<file path="src/hw/rtl/pwo_pkg.sv">
`timescale 1ns / 1ps
// ----------------------------------------------------------------------------
// pwo_pkg
// Shared types, register codes and constants of the PolyBLEP oscillator.
// ----------------------------------------------------------------------------
package pwo_pkg;

    // Defaults for the top-level parameters
    localparam int DEF_TABLE_DEPTH = 256;
    localparam int DEF_SAMPLE_BITS = 16;

    // Quotient bits of x = u * 2^30 / dt, with u < dt
    localparam int DIV_BITS = 30;
    localparam int DIV_CW   = $clog2(DIV_BITS);

    // One in Q2.30, held in the 34-bit signed working word
    localparam logic signed [33:0] ONE_Q30 = 34'sh0_4000_0000;

    // Half pi in Q30, used to build the sine table
    localparam logic [63:0] HALF_PI_Q30 = 64'd1686629713;

    // Register reset values
    localparam logic [31:0] RST_INCREMENT = 32'd42852281;
    localparam logic [15:0] RST_GAIN      = 16'd16384;
    localparam logic [15:0] RST_DUTY      = 16'd32768;
    localparam logic [31:0] RST_START     = 32'd0;
    localparam logic [31:0] NYQUIST_INC   = 32'h8000_0000;

    typedef enum logic [1:0] {
        SHAPE_SINE     = 2'd0,
        SHAPE_SQUARE   = 2'd1,
        SHAPE_TRIANGLE = 2'd2,
        SHAPE_SAW      = 2'd3
    } t_shape;

    typedef enum logic [2:0] {
        REG_SHAPE     = 3'd0,
        REG_INCREMENT = 3'd1,
        REG_GAIN      = 3'd2,
        REG_DUTY      = 3'd3,
        REG_START     = 3'd4,
        REG_BLEP      = 3'd5
    } t_reg_idx;

    // Commands from the controller to the datapath
    typedef struct packed {
        logic capture;
        logic prep;
        logic sine_rd;
        logic sine_mul;
        logic sine_fin;
        logic bsel;
        logic div_step;
        logic blep_sq;
        logic blep_acc;
        logic pass_inc;
        logic gain;
        logic out_load;
    } t_cmd;

    // Status from the datapath to the controller
    typedef struct packed {
        logic is_sine;
        logic need_blep;
        logic blep_hit;
        logic div_last;
        logic last_pass;
        logic out_free;
    } t_status;

endpackage

</file>
<file path="src/hw/rtl/pwo_ctrl.sv">
`timescale 1ns / 1ps
// ----------------------------------------------------------------------------
// pwo_ctrl
// Sequencer of the oscillator: steps the datapath through shape, PolyBLEP
// passes, gain and output.
// ----------------------------------------------------------------------------
module pwo_ctrl (
    input  logic              i_clk,
    input  logic              i_rst_n,
    input  logic              i_in_valid,
    output logic              o_in_ready,
    input  pwo_pkg::t_status  i_status,
    output pwo_pkg::t_cmd     o_cmd
);
    import pwo_pkg::*;

    typedef enum logic [11:0] {
        S_IDLE  = 12'b0000_0000_0001,
        S_PREP  = 12'b0000_0000_0010,
        S_SRD   = 12'b0000_0000_0100,
        S_SMUL  = 12'b0000_0000_1000,
        S_SFIN  = 12'b0000_0001_0000,
        S_BSEL  = 12'b0000_0010_0000,
        S_DIV   = 12'b0000_0100_0000,
        S_SQ    = 12'b0000_1000_0000,
        S_ACC   = 12'b0001_0000_0000,
        S_BNEXT = 12'b0010_0000_0000,
        S_GAIN  = 12'b0100_0000_0000,
        S_OUT   = 12'b1000_0000_0000
    } t_state;

    t_state r_state, n_state;
    t_cmd   w_cmd;

    // Next state and commands
    always_comb begin
        n_state = r_state;
        w_cmd   = '0;
        case (r_state)
            S_IDLE: begin
                if (i_in_valid) begin
                    w_cmd.capture = 1'b1;
                    n_state       = S_PREP;
                end
            end
            S_PREP: begin
                w_cmd.prep = 1'b1;
                if (i_status.is_sine) begin
                    n_state = S_SRD;
                end else if (i_status.need_blep) begin
                    n_state = S_BSEL;
                end else begin
                    n_state = S_GAIN;
                end
            end
            S_SRD: begin
                w_cmd.sine_rd = 1'b1;
                n_state       = S_SMUL;
            end
            S_SMUL: begin
                w_cmd.sine_mul = 1'b1;
                n_state        = S_SFIN;
            end
            S_SFIN: begin
                w_cmd.sine_fin = 1'b1;
                n_state        = S_GAIN;
            end
            S_BSEL: begin
                w_cmd.bsel = 1'b1;
                n_state    = i_status.blep_hit ? S_DIV : S_BNEXT;
            end
            S_DIV: begin
                w_cmd.div_step = 1'b1;
                if (i_status.div_last) begin
                    n_state = S_SQ;
                end
            end
            S_SQ: begin
                w_cmd.blep_sq = 1'b1;
                n_state       = S_ACC;
            end
            S_ACC: begin
                w_cmd.blep_acc = 1'b1;
                n_state        = S_BNEXT;
            end
            S_BNEXT: begin
                if (i_status.last_pass) begin
                    n_state = S_GAIN;
                end else begin
                    w_cmd.pass_inc = 1'b1;
                    n_state        = S_BSEL;
                end
            end
            S_GAIN: begin
                w_cmd.gain = 1'b1;
                n_state    = S_OUT;
            end
            S_OUT: begin
                if (i_status.out_free) begin
                    w_cmd.out_load = 1'b1;
                    n_state        = S_IDLE;
                end
            end
            default: begin
                n_state = S_IDLE;
            end
        endcase
    end

    // Hold state
    always_ff @(posedge i_clk) begin
        if (!i_rst_n) begin
            r_state <= S_IDLE;
        end else begin
            r_state <= n_state;
        end
    end

    assign o_cmd      = w_cmd;
    assign o_in_ready = r_state == S_IDLE;

    // A captured transaction always starts preparation next
    a_capture_prep: assert property (@(posedge i_clk) disable iff (!i_rst_n)
        w_cmd.capture |=> (r_state == S_PREP))
        else $error("capture not followed by prep");

    // Divide steps only follow a divider start or another step
    a_div_entry: assert property (@(posedge i_clk) disable iff (!i_rst_n)
        (r_state == S_DIV) |-> ($past(r_state) == S_BSEL || $past(r_state) == S_DIV))
        else $error("divide entered without select");

endmodule

</file>
<file path="config.mk">
export PLATFORM = sky130hd
export DESIGN_NAME = pwo_ctrl
export DESIGN_NICKNAME = d
export VERILOG_FILES = /design/src/hw/rtl/pwo_pkg.sv /design/src/hw/rtl/pwo_ctrl.sv
export SDC_FILE = /design/constraint.sdc
export NUM_CORES = 1
export LEC_CHECK = 0
export BUFFER_PORTS_ARGS = -buffer_cell sky130_fd_sc_hd__buf_2
export CAP_MARGIN = 20
export CELL_PAD_IN_SITES_DETAIL_PLACEMENT = 0
export CELL_PAD_IN_SITES_GLOBAL_PLACEMENT = 1
export CORE_ASPECT_RATIO = 2
export CORE_UTILIZATION = 30
export DETAILED_ROUTE_END_ITERATION = 10
export PLACE_DENSITY = 0.76
export REMOVE_ABC_BUFFERS = 1
export SYNTH_ARGS = -nofsm -noshare
export SYNTH_HDL_FRONTEND = slang
export SYNTH_SLANG_ARGS = --single-unit
</file>
<file path="constraint.sdc">
create_clock -name i_clk -period 2.9 [get_ports i_clk]
set_clock_uncertainty 0.1 [all_clocks]
set_input_delay 0.145 -clock i_clk [delete_from_list [all_inputs] [get_ports i_clk]]
set_output_delay 0.145 -clock i_clk [all_outputs]
set_load 0.02 [all_outputs]
</file>
# After elaboration in Yosys (flattened, before gate mapping)
# Index checks and enable logic that the tools add are counted.
[word_totals]
register_bits = 12
input_bits = 9
output_inout_bits = 13
[classes]
n_eq_ne = 15
mux = 23
reduce_logical = 1
[op_table]
columns = ["op", "n"]
rows = [
  ["$pmux W12 S12", 1],
  ["$mux W12", 4],
  ["$mux W11", 2],
  ["$mux W1", 15],
  ["$eq A12 B1 Y1 const B", 1],
  ["$eq A12 B10 Y1 const B", 1],
  ["$eq A12 B11 Y1 const B", 1],
  ["$eq A12 B12 Y1 const B", 1],
  ["$eq A12 B2 Y1 const B", 1],
  ["$eq A12 B3 Y1 const B", 1],
  ["$eq A12 B4 Y1 const B", 1],
  ["$eq A12 B5 Y1 const B", 1],
  ["$eq A12 B6 Y1 const B", 1],
  ["$eq A12 B7 Y1 const B", 1],
  ["$eq A12 B8 Y1 const B", 1],
  ["$eq A12 B9 Y1 const B", 1],
  ["$mux W10", 1],
  ["$ne A2 B2 Y1 const B", 3],
  ["$reduce_and A3 Y1", 1],
]

# Longest topological paths before layout
[logic_depth]
ltp_word = 3
mapped_depth = 5
ltp_nobuf = 5

# Worst setup path after synthesis
# Ideal clock, no wire load.
[synth_path]
path_kind = "register to register"
from = "register r_state[2]"
to = "register r_state[5]"
setup_time_ns = 0.066
arrival_ns = 1.808
required_time_ns = 2.734
path_slack_ns = 0.926
path_stages_with_launch = 6
path_buffers = 0
path_cell_list = "dfxtp_1 > nor4_2 > nand2_1 > nor4_1 > a21oi_1 > nor2_2"
[synth_between]
elab_chain_len = 3
word_cells_on_any_way = 17
classes_between = "eq/ne: 15; mux: 1; reduce/logical: 1"
[synth_rtl]
columns = ["element", "line", "text"]
rows = [
  ["start: declaration", "pwo_ctrl.sv:32", "t_state r_state, n_state;"],
  ["start signal: assignment", "pwo_ctrl.sv:115", "r_state <= n_state;"],
  ["$eq A12 B7 Y1 (tied with other cells)", "pwo_ctrl.sv:39", "case (r_state)"],
  ["$ne A2 B2 Y1 (no source line)", "n/a", ""],
  ["$reduce_and A3 Y1 (no source line)", "n/a", ""],
]
# Parallel ways exist; a longest one is shown, timed or not.
# A chain may end at the register's enable or synchronous reset.

==> run_results.csv <==
group,metric,value,unit
drt,num_vias,796,
critical_path,cp_slowest_stage_delay,0.44,ns
drt,post_drt_wl_per_cell,15.33,µm
synth,syn_inst,93,
critical_path,cp-end-kind,"primary output",
global_route,overflow,0,
clocking,post_cts_resized,0,
synth,synth_xor_area_frac,0.01124,
place,post-dp-hpwl,1786,µm
synth,synth.area.top_cells,"dfxtp_1 (31%), nor2_1 (6.3%), nor4_2 (4.8%)",
synth,syn_area,779.5,µm²
clocking,clk_path_buf_depth,2,
clocking,cts_hold_buf,0,
synth,synth_compound_area_frac,0.1380,
die,dieHeight,74.09,µm
drt,routed_wl,2223,µm
global_route,grt_pass1_vias,767,
sta,worstMarginPinSlew,0.4598,ns
critical_path,cp.required,2.65,ns
synth,synth_warnings,0,
layout,largest_register,"r_state",
synth,synth_edf_count,0,
synth,async_reset_ff_frac,0,
sta,drv_slew,0,
hold_path,min_path_type,"in -> reg",
synth,yosysTopAreaCellShare,0.3082,
critical_path,crit_path_start_kind,"register",
sta,rsz0062_at_grt,"false",
clocking,clk_latency,0.25,ns
drt,ant_nets,0,
critical_path,cp_cell_sequence,"nor4_2 -> nand2_1 -> or3_1 -> inv_1 -> buf_2",
hold_path,min_path_cells,3,
layout,largest_registers,"r_state (12)",
global_route,grt_max_degree,10,
run,drv_cap,0,
critical_path,worstRegToRegCells,5,
sta,tns,0,ns
synth,synth.area.mux_share,0,
critical_path,worst-path-max-fanout,7,
place,dpl_cell_area,918.4,µm²
critical_path,critPathArrivalTime,1.86,ns
critical_path,crit_path_top_delay_cell,"nor4_2",
layout,utilization,0.4042,
outcome,status,"finished, final reports clean",
layout,layout.nets,128,
die,die_w,38.05,µm
synth,synth_fa_ha_area_frac,0,
synth,syn_area_per_cell,8.382,µm²
clocking,cts_inserted_buffers,3,
layout,syn_to_final_growth,24.88,%
synth,synth_top_family_by_area,"simple AND/OR/NAND/NOR gates",
sta,finalSetupViolations,0,
place,placement.io_buffers,21,
die,ios,22,
synth,ys_ff_latch,12,
power_and_ir_drop,ir_drop,403.7,µV
power_and_ir_drop,powerDensity,580.4,nW/µm²
critical_path,crit_type,"reg -> out",
layout,n_antenna_cell,0,
sta,hold_viol_final,0,
synth,seq_area_frac_synth,0.3082,
drt,vias_per_cell,5.490,
drt,remaining_drc_errors,0,
layout,largest_register_ffs,12,
clocking,cts-root-buf,"clkbuf_8",
global_route,gr-usage-all-layers,0.1866,
sta,period_minus_slack,2.101,ns
sta,relSlewSlack,0.6894,
synth,yosys.area_share.simple,0.5233,
drt,first_pass_iters,4,
sta,whs,0.04327,ns
synth,dominantRegCellSynth,"dfxtp_1",
critical_path,critical_path_depth,5,
die,fp-row-count,25,
clocking,post_cts_buffers,0,
sta,fmax,475.9,MHz
layout,design_area,973.4,µm²
clocking,cts_sinks,12,
die,fp.coreArea,2409,µm²
sta,period_share,0.7245,
place,place_congestion,0.9180,
die,die_area,2819,µm²
critical_path,cp_top_family,"simple AND/OR/NAND/NOR gates",
clocking,cts_tree,"built",
critical_path,critPathBufInv,2,
clocking,ctsHtreeMaxLevel,1,
synth,synth.largest_area_cell,"dfxtp_1",
synth,synth_cell_types,35,
global_route,grt_pass1_wl,3663,µm
die,start_util,0.3236,
layout,drive_gt1_frac,0.3390,
power_and_ir_drop,p_leak,0.4113,nW
drt,drtIter0Drc,18,
global_route,antenna_found_initial,0,
clocking,clk_pin_slew_worst_paths,0.06,ns
[layout make-up]
type,count,area [µm²]
clock buffers,4,55.05
fillers,244,1435
inverters,4,15.01
multi-input cells,77,524.3
flip-flops and latches,12,240.2
well taps,27,33.78
repair buffers,21,105.1
[power breakdown]
| group | switching [mW] | internal (mW) |
|---|---|---|
| clock network | 0.0702 | 0.120 |
| logic | 0.111 | 0.0669 |
| registers | 0.0196 | 0.176 |
| total | 0.201 | 0.364 |
[synthesized netlist by cell type (3+ instances only)]
library cell	instances
nand2_1	6
nand3b_1	4
inv_1	4
dfxtp_1	12
a21oi_1	4
and2_1	4
nor2b_1	5
nor3_1	4
or4_1	3
nor2_1	13
nor4_2	3
[routing by layer]
metal  vias to the layer above  part of all wire  track usage
met5                         -                 0            0
met4                         0             0.035       0.1230
met3                         7             0.038      0.02090
met2                        25              0.56       0.3239
met1                       372              0.37       0.2007
li1                        392                 -            -
[cell families (layout without fill, tap and decap cells)]
logic type                after synthesis  after routing
xor gates and xnor gates                1              1
DFF                                    12             12
and+or+nand+nor                        62             62
buffers and inverters                   4             29
AOI/OAI and AO/OA                      14             14
[worst paths after layout]
path	startpoint	endpoint	slack (ns)
worst min register to register	r_state[2]	r_state[4]	0.47
worst max-delay path	r_state[2]	o_cmd[3]	0.80
worst min-delay path	i_status[5]	r_state[2]	0.04
worst max register to register	r_state[4]	r_state[4]	0.96
[layout by cell type, fill, tap and decap left out, types with 2 or more instances in the layout]
cell and count:
a21oi_1 4, o21ai_0 2, or4_1 3, nand2b_1 2, nor2_1 13, buf_2 21, and4_1 2, nor3_2 2
nor2_2 2, nand3b_1 4, nand2_1 6, nor3_1 4, and2_1 4, clkbuf_8 4, nor4_2 3, nor2b_1 5
or3_1 2, inv_1 4, dfxtp_1 12, a21oi_2 2
[stage by stage]
step | std cells | power [mW] | setup slack [ns]
6_report | 145 | 0.5649 | 0.7988
5_1_grt | 145 | 0.5928 | 0.6913
2_1_floorplan | 93 | 0.3229 | 0.9264
4_1_cts | 145 | 0.5666 | 0.8103
3_5_place_dp | 141 | 0.3764 | 0.9825
3_3_place_gp | 141 | 0.3760 | 0.9957
[worst min-delay path, cell delays in order]
cell and delay [ns]:
buf_2 0.11, nand2_1 0.07, nor2_2 0.03
(Power assumes the default switching activity.)
